`src/hw/rtl/rv32i_dec_pkg.sv`:
```
// rv32i decoder types, opcode constants and operation lookup tables
package rv32i_dec_pkg;

    localparam int unsigned INSTR_W = 32;

    // major opcodes, bits 6..0
    localparam logic [6:0] OPC_R      = 7'h33;
    localparam logic [6:0] OPC_IALU   = 7'h13;
    localparam logic [6:0] OPC_LOAD   = 7'h03;
    localparam logic [6:0] OPC_JALR   = 7'h67;
    localparam logic [6:0] OPC_STORE  = 7'h23;
    localparam logic [6:0] OPC_BRANCH = 7'h63;
    localparam logic [6:0] OPC_JAL    = 7'h6F;
    localparam logic [6:0] OPC_LUI    = 7'h37;
    localparam logic [6:0] OPC_AUIPC  = 7'h17;

    // funct7 codes
    localparam logic [6:0] F7_BASE = 7'h00;
    localparam logic [6:0] F7_ALT  = 7'h20;

    // funct3 codes that select special handling
    localparam logic [2:0] F3_ADD_SUB = 3'd0;
    localparam logic [2:0] F3_SLL     = 3'd1;
    localparam logic [2:0] F3_SRL_SRA = 3'd5;
    localparam logic [2:0] F3_JALR    = 3'd0;

    typedef enum logic [2:0] {
        FMT_UNKNOWN = 3'd0,
        FMT_R       = 3'd1,
        FMT_I       = 3'd2,
        FMT_S       = 3'd3,
        FMT_SB      = 3'd4,
        FMT_U       = 3'd5,
        FMT_UJ      = 3'd6
    } format_t;

    typedef enum logic [5:0] {
        OP_UNKNOWN = 6'd0,
        OP_ADD     = 6'd1,
        OP_SUB     = 6'd2,
        OP_AND     = 6'd3,
        OP_OR      = 6'd4,
        OP_XOR     = 6'd5,
        OP_SLL     = 6'd6,
        OP_SRL     = 6'd7,
        OP_SRA     = 6'd8,
        OP_SLT     = 6'd9,
        OP_SLTU    = 6'd10,
        OP_LB      = 6'd11,
        OP_LH      = 6'd12,
        OP_LW      = 6'd13,
        OP_JALR    = 6'd14,
        OP_ADDI    = 6'd15,
        OP_ANDI    = 6'd16,
        OP_ORI     = 6'd17,
        OP_XORI    = 6'd18,
        OP_SLTI    = 6'd19,
        OP_SLTIU   = 6'd20,
        OP_SLLI    = 6'd21,
        OP_SRLI    = 6'd22,
        OP_SRAI    = 6'd23,
        OP_SB      = 6'd24,
        OP_SH      = 6'd25,
        OP_SW      = 6'd26,
        OP_BEQ     = 6'd27,
        OP_BNE     = 6'd28,
        OP_BLT     = 6'd29,
        OP_BGE     = 6'd30,
        OP_LUI     = 6'd31,
        OP_AUIPC   = 6'd32,
        OP_JAL     = 6'd33
    } op_t;

    // operation by funct3
    localparam op_t R_OPS_BASE [8] = '{
        OP_ADD, OP_SLL, OP_SLT, OP_SLTU, OP_XOR, OP_SRL, OP_OR, OP_AND
    };
    localparam op_t I_OPS [8] = '{
        OP_ADDI, OP_SLLI, OP_SLTI, OP_SLTIU, OP_XORI, OP_SRLI, OP_ORI, OP_ANDI
    };
    localparam op_t LOAD_OPS [8] = '{
        OP_LB, OP_LH, OP_LW, OP_UNKNOWN, OP_UNKNOWN, OP_UNKNOWN, OP_UNKNOWN, OP_UNKNOWN
    };
    localparam op_t STORE_OPS [8] = '{
        OP_SB, OP_SH, OP_SW, OP_UNKNOWN, OP_UNKNOWN, OP_UNKNOWN, OP_UNKNOWN, OP_UNKNOWN
    };
    localparam op_t BR_OPS [8] = '{
        OP_BEQ, OP_BNE, OP_UNKNOWN, OP_UNKNOWN, OP_BLT, OP_BGE, OP_UNKNOWN, OP_UNKNOWN
    };

endpackage

```
`src/hw/rtl/rv32i_instruction_decoder_top.sv`:
```
// rv32i instruction decoder: input register, decode logic, result register
//
// usage
//   s_ channel: one 32-bit instruction word per transaction (s_valid/s_ready)
//   m_ channel: one decoded result per transaction (m_valid/m_ready): format,
//   operation code, rd/rs1/rs2, funct3, funct7 and the sign-extended immediate
//   path: a word accepted on s_ is held in the input stage, decoded, and
//   registered in the result stage before its result is offered on m_
//   throughput: one transaction per cycle while m_ready stays high; the two register
//   stages (input word, decoded result) each advance when the next one is
//   empty or being drained, so back-to-back words flow with no bubbles
//   stall: when m_ready is low the result holds, the input stage fills behind
//   it, and s_ready drops only once both stages hold a word; s_ready follows
//   m_ready combinationally in that case, so nothing is lost or repeated
//   reset: synchronous active-low aresetn empties both stages; no other state
//   unknown opcodes give format 0, operation 0 and a zero immediate; the
//   register and funct fields always carry the raw bit slices
module rv32i_instruction_decoder_top (
    input  logic                                 aclk,
    input  logic                                 aresetn,
    input  logic                                 s_valid,
    output logic                                 s_ready,
    input  logic [rv32i_dec_pkg::INSTR_W-1:0]    s_instr_word,
    output logic                                 m_valid,
    input  logic                                 m_ready,
    output logic [2:0]                           m_format,
    output logic [5:0]                           m_operation,
    output logic [4:0]                           m_dest_reg,
    output logic [4:0]                           m_src1_reg,
    output logic [4:0]                           m_src2_reg,
    output logic [2:0]                           m_func3_field,
    output logic [6:0]                           m_func7_field,
    output logic signed [rv32i_dec_pkg::INSTR_W-1:0] m_immediate
);
    import rv32i_dec_pkg::*;

    // input stage
    logic               in_valid_reg;
    logic [INSTR_W-1:0] instr_reg;

    // result stage
    logic               out_valid_reg;
    format_t            format_reg;
    op_t                op_reg;
    logic [INSTR_W-1:0] imm_reg;
    logic [4:0]         rd_reg;
    logic [4:0]         rs1_reg;
    logic [4:0]         rs2_reg;
    logic [2:0]         f3_reg;
    logic [6:0]         f7_reg;

    // decode of the input stage
    format_t            format_next;
    op_t                op_next;
    logic [INSTR_W-1:0] imm_next;

    logic [6:0]         opc;
    logic [2:0]         f3;
    logic [6:0]         f7;

    logic               out_load;
    logic               in_load;

    // result stage takes a new word when it is empty or being drained
    assign out_load = !out_valid_reg || m_ready;
    // input stage is free when empty or moving into the result stage
    assign s_ready  = !in_valid_reg || out_load;
    assign in_load  = s_valid && s_ready;

    assign opc = instr_reg[6:0];
    assign f3  = instr_reg[14:12];
    assign f7  = instr_reg[31:25];

    always_comb begin
        format_next = FMT_UNKNOWN;
        op_next     = OP_UNKNOWN;
        imm_next    = '0;
        unique case (opc) inside
            OPC_R: begin
                format_next = FMT_R;
                if (f7 == F7_BASE) begin
                    op_next = R_OPS_BASE[f3];
                end else if (f7 == F7_ALT && f3 == F3_ADD_SUB) begin
                    op_next = OP_SUB;
                end else if (f7 == F7_ALT && f3 == F3_SRL_SRA) begin
                    op_next = OP_SRA;
                end
            end
            OPC_IALU, OPC_LOAD, OPC_JALR: begin
                format_next = FMT_I;
                imm_next    = {{20{instr_reg[31]}}, instr_reg[31:20]};
                if (opc == OPC_LOAD) begin
                    op_next = LOAD_OPS[f3];
                end else if (opc == OPC_JALR) begin
                    if (f3 == F3_JALR) begin
                        op_next = OP_JALR;
                    end
                end else if (f3 == F3_SLL) begin
                    if (f7 == F7_BASE) begin
                        op_next = OP_SLLI;
                    end
                end else if (f3 == F3_SRL_SRA) begin
                    if (f7 == F7_BASE) begin
                        op_next = OP_SRLI;
                    end else if (f7 == F7_ALT) begin
                        op_next = OP_SRAI;
                    end
                end else begin
                    op_next = I_OPS[f3];
                end
            end
            OPC_STORE: begin
                format_next = FMT_S;
                imm_next    = {{20{instr_reg[31]}}, instr_reg[31:25], instr_reg[11:7]};
                op_next     = STORE_OPS[f3];
            end
            OPC_BRANCH: begin
                format_next = FMT_SB;
                imm_next    = {{19{instr_reg[31]}}, instr_reg[31], instr_reg[7],
                               instr_reg[30:25], instr_reg[11:8], 1'b0};
                op_next     = BR_OPS[f3];
            end
            OPC_LUI, OPC_AUIPC: begin
                format_next = FMT_U;
                imm_next    = {instr_reg[31:12], 12'b0};
                op_next     = (opc == OPC_LUI) ? OP_LUI : OP_AUIPC;
            end
            OPC_JAL: begin
                format_next = FMT_UJ;
                imm_next    = {{11{instr_reg[31]}}, instr_reg[31], instr_reg[19:12],
                               instr_reg[20], instr_reg[30:21], 1'b0};
                op_next     = OP_JAL;
            end
            default: begin
                format_next = FMT_UNKNOWN;
                op_next     = OP_UNKNOWN;
                imm_next    = '0;
            end
        endcase
    end

    // valid flags
    always_ff @(posedge aclk) begin
        if (!aresetn) begin
            in_valid_reg  <= 1'b0;
            out_valid_reg <= 1'b0;
        end else begin
            if (s_ready) begin
                in_valid_reg <= s_valid;
            end
            if (out_load) begin
                out_valid_reg <= in_valid_reg;
            end
        end
    end

    // payload, no reset needed
    always_ff @(posedge aclk) begin
        if (in_load) begin
            instr_reg <= s_instr_word;
        end
        if (out_load && in_valid_reg) begin
            format_reg <= format_next;
            op_reg     <= op_next;
            imm_reg    <= imm_next;
            rd_reg     <= instr_reg[11:7];
            rs1_reg    <= instr_reg[19:15];
            rs2_reg    <= instr_reg[24:20];
            f3_reg     <= f3;
            f7_reg     <= f7;
        end
    end

    assign m_valid       = out_valid_reg;
    assign m_format      = format_reg;
    assign m_operation   = op_reg;
    assign m_dest_reg    = rd_reg;
    assign m_src1_reg    = rs1_reg;
    assign m_src2_reg    = rs2_reg;
    assign m_func3_field = f3_reg;
    assign m_func7_field = f7_reg;
    assign m_immediate   = imm_reg;

    // input side only backs up when both stages are full and the receiver stalls
    a_ready_low_only_when_full: assert property (@(posedge aclk) disable iff (!aresetn)
        !s_ready |-> (in_valid_reg && out_valid_reg && !m_ready))
        else $error("s_ready low without a full pipeline");

    // an unknown opcode yields no operation and no immediate
    a_unknown_clean: assert property (@(posedge aclk) disable iff (!aresetn)
        (m_valid && m_format == FMT_UNKNOWN) |-> (m_operation == OP_UNKNOWN && m_immediate == 0))
        else $error("unknown opcode with operation or immediate");

    // r-type has no immediate, u-type immediate has clear low bits
    a_imm_shape: assert property (@(posedge aclk) disable iff (!aresetn)
        (m_valid && (m_format == FMT_R || m_format == FMT_U)) |-> (m_immediate[11:0] == 12'd0))
        else $error("immediate low bits set for r or u format");

    // a decoded word in the input stage is valid in the result stage in the cycle after the result stage loads
    a_advance: assert property (@(posedge aclk) disable iff (!aresetn)
        (in_valid_reg && out_load) |=> out_valid_reg)
        else $error("word lost between input and result stage");

endmodule
```
`config.mk`:
```
export PLATFORM = sky130hd
export DESIGN_NAME = rv32i_instruction_decoder_top
export DESIGN_NICKNAME = d
export VERILOG_FILES = /design/src/hw/rtl/rv32i_dec_pkg.sv /design/src/hw/rtl/rv32i_instruction_decoder_top.sv
export SDC_FILE = /design/constraint.sdc
export NUM_CORES = 1
export LEC_CHECK = 0
export ABC_AREA = 1
export ABC_CLOCK_PERIOD_IN_PS = 5800
export BUFFER_PORTS_ARGS = -buffer_cell sky130_fd_sc_hd__buf_2
export CAP_MARGIN = 20
export CORE_ASPECT_RATIO = 1.5
export CORE_UTILIZATION = 53
export DETAILED_ROUTE_END_ITERATION = 10
export PLACE_DENSITY = 0.78
export SYNTH_ARGS = -nofsm -noshare
export SYNTH_HDL_FRONTEND = slang
export SYNTH_SLANG_ARGS = --single-unit
export TNS_END_PERCENT = 30
```
`constraint.sdc`:
```
create_clock -name aclk -period 5.8 [get_ports aclk]
set_input_delay 0.29 -clock aclk [delete_from_list [all_inputs] [get_ports aclk]]
set_output_delay 0.29 -clock aclk [all_outputs]
set_load 0.03 [all_outputs]
```
# After elaboration in Yosys (flattened, before gate mapping)
# Memory sizes are Yosys's and may differ from the RTL's.
# Index checks and enable logic that the tools add are counted.
word_totals:
  ff_bits: 100
  latchBits: 0
  ramBits: 0
  mem_bits_ro: 240
  in_bits: 36
  output_inout_bits: 68
  elab_cells: 67
  n_memories: 5
classes:
  n_addsub: 0
  mul: 0
  n_div: 0
  order_cmp: 1
  n_eq_ne: 12
  shifts: 0
  muxes: 25
  bitwise_logic: 1
  reduce_logical: 12
memory_table:
  columns: ["name", "depth", "word_bits", "rd", "rd_ports_with_merged_regs", "wr", "line_no", "text"]
  rows:
  - ["(no name shown)", 8, 6, 1, 0, 0, "rv32i_instruction_decoder_top.sv:121", "op_next = BR_OPS[f3];"]
  - ["(no name shown)", 8, 6, 1, 0, 0, "rv32i_instruction_decoder_top.sv:115", "op_next = STORE_OPS[f3];"]
  - ["(no name shown)", 8, 6, 1, 0, 0, "rv32i_instruction_decoder_top.sv:109", "op_next = I_OPS[f3];"]
  - ["(no name shown)", 8, 6, 1, 0, 0, "rv32i_instruction_decoder_top.sv:93", "op_next = LOAD_OPS[f3];"]
  - ["(no name shown)", 8, 6, 1, 0, 0, "rv32i_instruction_decoder_top.sv:82", "op_next = R_OPS_BASE[f3];"]
op_table:
  columns: ["operator", "count"]
  rows:
  - ["$pmux W32 S5", 1]
  - ["$mux W6", 16]
  - ["$pmux W6 S6", 1]
  - ["$eq A7 B6 Y1 const B", 4]
  - ["$eq A7 B7 Y1 const B", 3]
  - ["$pmux W3 S6", 1]
  - ["$mux W5", 3]
  - ["$eq A7 B5 Y1 const B", 2]
  - ["$mux W4", 3]
  - ["$eq A7 B2 Y1 const B", 1]
  - ["$logic_not A7 Y1", 1]
  - ["$ge A4 B4 Y1 const B", 1]
  - ["$logic_and A1 B1 Y1", 4]
  - ["$not A3 Y4", 1]
  - ["$eq A3 B1 Y1 const B", 1]
  - ["$eq A3 B3 Y1 const B", 1]
  - ["$logic_not A3 Y1", 1]
  - ["$reduce_or A3 Y1", 1]
  - ["$logic_not A1 Y1", 2]
  - ["$logic_or A1 B1 Y1", 2]
  - ["$reduce_or A2 Y1", 1]

# Logic depth before layout (Yosys ltp)
# Gate-level depths: netlist of run 1.
depth:
  ltp_word: 9
  depth_mapped: 11
  mapped_depth_nobuf: 11

# Worst setup path before layout of run 1
# Ideal clock, no wire load.
synth_timing:
  path_type: "register -> register"
  from: "register out_valid_reg, in the netlist m_valid"
  to: "register rd_reg[0], in the netlist m_dest_reg[0], enable pin"
  setup_time_ps: 512
  arrival_ps: 3696
  path_slack_ps: 1592
  stages_incl_launch_ff: 2
  cell_sequence: "dfxtp_1 -> a21oi_1"
synth_between:
  elab_chain_cells: 3
synth_rtl:
  columns: ["element", "line_no", "text"]
  rows:
  - ["start: declaration", "rv32i_instruction_decoder_top.sv:42", "logic out_valid_reg;"]
  - ["start signal: assignment", "rv32i_instruction_decoder_top.sv:152", "out_valid_reg <= in_valid_reg;"]
  - ["$logic_not A1 Y1", "rv32i_instruction_decoder_top.sv:65", "assign out_load = !out_valid_reg || m_ready;"]
  - ["$logic_or A1 B1 Y1", "rv32i_instruction_decoder_top.sv:65", null]
  - ["$logic_and A1 B1 Y1", "rv32i_instruction_decoder_top.sv:162", "if (out_load && in_valid_reg) begin"]
  - ["end signal: assignment", "rv32i_instruction_decoder_top.sv:166", "rd_reg <= instr_reg[11:7];"]
  - ["end: declaration", "rv32i_instruction_decoder_top.sv:46", "logic [4:0] rd_reg;"]
# Every way passes these cells.
# A chain may end at the register's enable or synchronous reset.

# Final worst setup path of run 1
layout_timing:
  from: "register instr_reg[13]"
  to: "register op_reg[1], in the netlist m_operation[1] (data pin)"
layout_between:
  elab_chain_cells: 9
layout_rtl:
  columns: ["element", "line_no", "text"]
  rows:
  - ["start: declaration", "rv32i_instruction_decoder_top.sv:39", "logic [INSTR_W-1:0] instr_reg;"]
  - ["start signal: assignment", "rv32i_instruction_decoder_top.sv:160", "instr_reg <= s_instr_word;"]
  - ["$not A3 Y4 (implied by the code)", null, null]
  - ["$mem_v2 Z8 W6", null, null]
  - ["$mux W6 (implied by the code) (2 in series)", "rv32i_instruction_decoder_top.sv:109", null]
  - ["$mux W6", "rv32i_instruction_decoder_top.sv:102", "end else if (f3 == F3_SRL_SRA) begin"]
  - ["$mux W6", "rv32i_instruction_decoder_top.sv:98", "end else if (f3 == F3_SLL) begin"]
  - ["$mux W6", "rv32i_instruction_decoder_top.sv:94", "end else if (opc == OPC_JALR) begin"]
  - ["$mux W6", "rv32i_instruction_decoder_top.sv:92", "if (opc == OPC_LOAD) begin"]
  - ["$pmux W6 S6 *", "rv32i_instruction_decoder_top.sv:78", "unique case (opc) inside"]
  - ["named net op_next[1]", "rv32i_instruction_decoder_top.sv:54", "op_t op_next;"]
  - ["end signal: assignment", "rv32i_instruction_decoder_top.sv:164", "op_reg <= op_next;"]
  - ["end: declaration", "rv32i_instruction_decoder_top.sv:44", "op_t op_reg;"]
# Mark *: on every way through the listed nets, which the timed path passes. The rest lies on a longest branch. The select of a mux whose other input is x is not followed.

==> results of run 1 <==
[kinds of logic after synthesis]
kind of cell / after synthesis / synth area share [%]
AND/OR/NAND/NOR: 119 / 14.7
flip-flops: 100 / 73.2
AO/OA/AOI/OAI: 45 / 6.63
buffers and inverters: 41 / 4.26
adder cells (fa/ha/maj): 4 / 1.23
[metrics by stage]
step	hold WS (ns)	util (%)
after detailed placement	0.434	64.6
after floorplan	0.389	-
after global placement	0.433	64.4
after global routing	0.0734	66.8
after CTS	0.0766	66.8
final	0.0954	66.8
[layout make-up]
type                    count  area share, %
clock inverters             4          0.512
inverters                  38           3.07
well taps                 100           2.56
multi-input cells         168           19.1
repair buffers            105           11.0
clock buffers              12           2.76
flip-flops and latches    100           61.0
[critical path: cells and delay by family (launching register included)]
kind          cells  cell delay [ns]
simple gates      9             0.73
buf+inv           1             0.21
fa+ha+maj         1             0.30
flops             1             0.50
[layout by cell type, fill, tap and decap left out, drive strengths merged, types with 2 or more instances in the layout]
cell type	Yosys	routed
clkbuf	1	12
dfxtp	2	2
nor2	27	27
nand2	72	72
nor3	4	4
inv	38	39
ha	4	4
a21oi	11	11
edfxtp	98	98
buf	2	105
nand3	11	11
clkinv	0	2
o22ai	9	9
o21ai	23	23
nand4	4	4
[layer usage]
metal  share of wire (%)  GRT usage (%)  vias to the layer above
li1                    -              -                     1302
met1                  37           22.9                     1225
met2                  54           34.3                      112
met3                 5.2           4.40                       17
met4                 2.9           12.9                        0
met5                   0              0                        -
[worst paths after layout]
check | slack [ns] | to | start | cells past startpoint
worst max-delay path | 3.84 | m_operation[1] | instr_reg[13] | 11
worst min-delay path | 0.1 | instr_reg[0] | s_instr_word[0] | 1
worst max register to register | 3.84 | m_operation[1] | instr_reg[13] | 11
worst min register to register | 0.45 | m_src1_reg[1] | instr_reg[16] | 0
[power by group through the flow]
| stage | Sequential [mW] | Clock (mW) | Combinational [mW] |
|---|---|---|---|
| 2_1_floorplan | 0.896 | 0 | 0.0445 |
| 3_3_place_gp | 0.861 | 0 | 0.115 |
| 3_5_place_dp | 0.862 | 0 | 0.120 |
| 4_1_cts | 0.845 | 0.381 | 0.120 |
| 5_1_grt | 0.848 | 0.411 | 0.130 |
| 6_report | 0.845 | 0.374 | 0.120 |
==> results.ini, run 1 <==
[outcome]
outcome = finished, final reports clean

[placement]
portBuffers = 103
dpl_cell_area_um2 = 4730
dp_slack_ns = 3.88
gp_congestion = 1.04
dp_cells = 511
hpwl_mm = 5.42

[power]
swShare_pct = 23.9
p_clk_share_pct = 27.9
combPwrFrac_pct = 8.9
ir_drop_mv = 0.204
total_power_mw = 1.34
p_seq_share_pct = 63.1
p_switching_mw = 0.320
leakage_nw = 2.17
p_int_mw = 1.02
p_per_area_nw_per_um2 = 274

[finish]
multi_input_area_um2 = 932
area_delta_synth_final_pct = 19.9
regArea_um2 = 2980
nFillCells = 549
finalNetCount = 462
n_antenna_cell = 0
drive_gt1_share_pct = 33.5
finalInstanceArea_um2 = 4890
stdcell_count = 527

[detailed_routing]
avgRoutedWirePerCell_um = 14.0
viasPerCell = 5.04
drtPass1Iterations = 5
wl_mm = 7.37
drc = 0
drt_iter0_drc = 146
detail-route-antenna-nets = 0
dr_total_vias = 2656

[yosys]
synth_area_leaders = edfxtp_1, nand2_1, inv_1, o21ai_0, nor2_1
synthFlopType = edfxtp_1
ys_ff_latch = 100
syn_nets = 349
post-synth-top-area-fraction_pct = 72.2
synth_area_um2 = 4080
yosysUniqueCellTypes = 29
synth_seq_area_share_pct = 73.2
synth-async-reset-ratio_pct = 0
avgSynthCellArea_um2 = 13.2
synth_edf_count = 98
postSynthCellCount = 309
synth_top_cell_by_area = edfxtp_1
synth_most_common_cell = edfxtp_1
synth_top_cells_by_count = edfxtp_1, nand2_1, inv_1, o21ai_0, nor2_1
yosys_warnings = 0

[clocking]
htreeDepth = 3
clock_latency_ns = 0.36
cts_buffers = 9
clock_sinks = 100
cts.clk_slew.worst_paths_ns = 0.09
hold_buffers = 0
cts_post_setup_buffers_inserted = 0
ctsRootBufferMaster = clkbuf_8
clock_path_buffers = 2
cts_resized = 0
cts_tree = built

[die]
ioPinCount = 104
start_util_pct = 55.7
core_area_um2 = 7320
die_h_um = 109
num_rows = 38
dieWidth_um = 73.6
die_area_um2 = 8060

[worst_hold_path]
hp-class = primary input to register

[grt]
antenna_found_initial = 0
gr-total-overflow = 0
grt_start_max_net_pins = 67
grt_pass1_wl_mm = 11.6
grt_usage_pct = 20.3
grt_pass1_vias = 2450

[sta]
setup_viol = 0
slew_headroom_pct = 48.2
skew_ns = 0.00786
grt_setup_unrepaired = false
drv_slew = 0
tns_ns = 0
post-route-period-util_pct = 33.9
fin_crit_ns = 1.96
clock.fmax_mhz = 509
setup_slack_ns = 3.84
hold_violations = 0
worst_pin_slew_ns = 0.778

[worst_setup_path]
cp_cell_sequence = inv_1 > ha_1 > nand2_1 > nor2_1 > nand2_1 > nand2_1 > nand2_1 > nand2_1 > nand2_1 > nand2_1 > nand2_1
path_class = register to register
crit_path_frequent_cell = nand2_1
cp-end-kind = register
required_ns = 5.93
cpMaxStageDelayCell = edfxtp_1
cpPeakStageDelay_ns = 0.50
cp-start-kind = register
cp_max_fo = 7
arrival_ns = 2.09

[run]
maxCapViolations = 0

(Power assumes the default switching activity.)
==> run 2, diff against run 1 <==
ABC_CLOCK_PERIOD_IN_PS = 1600   (was 5800)
CORE_UTILIZATION = 47   (was 53)
PLACE_DENSITY = 0.73   (was 0.78)
clock period = 1.6 ns   (was 5.8 ns; I/O delays follow)
==> results.ini, run 2 (same netlist as run 1, synthesis figures left out) <==
[sta]
clock.fmax_mhz = 622
drv_slew = 0
hold_ws_ns = 0.0222
setup_viol = 1
setup_slack_ns = -0.00721
grt_setup_unrepaired = true
hold_violations = 0
worst_pin_slew_ns = 0.352
fin_crit_ns = 1.61
slew_headroom_pct = 76.5
post-route-period-util_pct = 100
skew_ns = 0.00668

[run]
maxCapViolations = 0

[placement]
portBuffers = 103
hpwl_mm = 6.36
gp_congestion = 0.860
dp_cells = 567

[worst_setup_path]
cp-start-kind = register
arrival_ns = 1.69
cp-end-kind = register
required_ns = 1.68
cp_max_fo = 7
path_class = register to register

[die]
start_util_pct = 48.5
num_rows = 41
die_area_um2 = 9060
dieWidth_um = 78.1
core_area_um2 = 8410
ioPinCount = 104
die_h_um = 116

[detailed_routing]
drtPass1Iterations = 5
drt_iter0_drc = 104
viasPerCell = 4.86
avgRoutedWirePerCell_um = 14.8
drc = 0
dr_total_vias = 3041
wl_mm = 9.27
detail-route-antenna-nets = 0

[grt]
antenna_found_initial = 0
grt_start_max_net_pins = 67
grt_pass1_vias = 3012
grt_usage_pct = 21.1
grt_pass1_wl_mm = 14.0
gr-total-overflow = 0

[power]
ir_drop_mv = 0.730
p_per_area_nw_per_um2 = 965
leakage_nw = 2.71
total_power_mw = 5.79

[clocking]
cts_tree = built
clock_path_buffers = 2
cts_buffers = 9
clock_sinks = 100
cts.clk_slew.worst_paths_ns = 0.06
clock_latency_ns = 0.34
ctsRootBufferMaster = clkbuf_16
htreeDepth = 3

[finish]
n_antenna_cell = 0
fin_util_pct = 71.3
area_delta_synth_final_pct = 47.1
final_common_cell = buf_2
drive_gt1_share_pct = 48.0
mostFrequentLayoutCells = buf_2, edfxtp_1, nand2_1
stdcell_count = 626
nFillCells = 602
finalNetCount = 554

[outcome]
violations = negative setup slack
outcome = finished, violations left

[worst_hold_path]
hp-class = primary input to register

[run 2: cell count changes in the layout (fill, tap and decap cells not counted), sizes merged]
cell         previous run  this run
buf                   105       163
clkbuf                 12        14
clkinvlp                1         0
dlygate4sd3             0        33
inv                    39        38
nor2                   27        28
[run 2: path summary, 6_finish.rpt]
| kind | slack [ns] | cells past startpoint | to | from |
|---|---|---|---|---|
| setup reg to reg | -0.007 | 11 | m_immediate[25] | instr_reg[1] |
| hold / removal | 0.02 | 3 | in_valid_reg | s_valid |
| setup / recovery | -0.007 | 11 | m_immediate[25] | instr_reg[1] |
| hold reg to reg | 0.45 | 0 | m_src1_reg[1] | instr_reg[16] |
[run 2: worst max-delay path, stage by stage (launching register included)]
cell and delay (ns):
edfxtp_1 0.37, nand2_2 0.09, inv_2 0.05, nand2_4 0.08, inv_6 0.05, nand2_8 0.06
buf_12 0.10, nand2_8 0.06, nor2_8 0.11, inv_6 0.06, nor2_4 0.22, o22ai_2 0.09
[run 2: what timing repair did]
action,CTS,global route
gates resized for setup,16,45
pin swaps,6,17
gates cloned,1,0
hold buffers,33,0
hold endpoints to repair,34,0
setup endpoints to repair,29,31
buffers inserted,1,8
[run 2: area by class of cell]
class                           count  area, um^2  share of cell area (%)
Clock buffer                       14         284                    4.74
Clock inverter                      2        17.5                   0.292
Inverter                           38         153                    2.55
Multi-Input combinational cell    169        1080                    18.0
Sequential cell                   100        2990                    49.8
Tap cell                          107         134                    2.23
Timing Repair Buffer              196        1350                    22.4
[run 2: report_power, final]
part	switching, mW	internal, mW
Clock	0.866	1.23
Combinational	0.377	0.254
Sequential	0.0500	3.01
[run 2: per-stage QoR]
| stage | worst slack [ns] | instance area, um^2 | setup TNS, ns |
|---|---|---|---|
| after floorplan | -0.340 | 4090 | -30.45 |
| after global placement | -0.204 | 5130 | -0.889 |
| after detailed placement | -0.189 | 5130 | -1.23 |
| after CTS | -0.0150 | 5810 | -0.0307 |
| after global routing | -0.113 | 6000 | -1.58 |
| final | -0.00721 | 6000 | -0.00721 |
[run 2: metal layers]
metal	GRT usage (%)	wire, um
met5	0	0
met4	12.0	229
met3	3.86	362
met2	38.7	5180
met1	22.7	3490
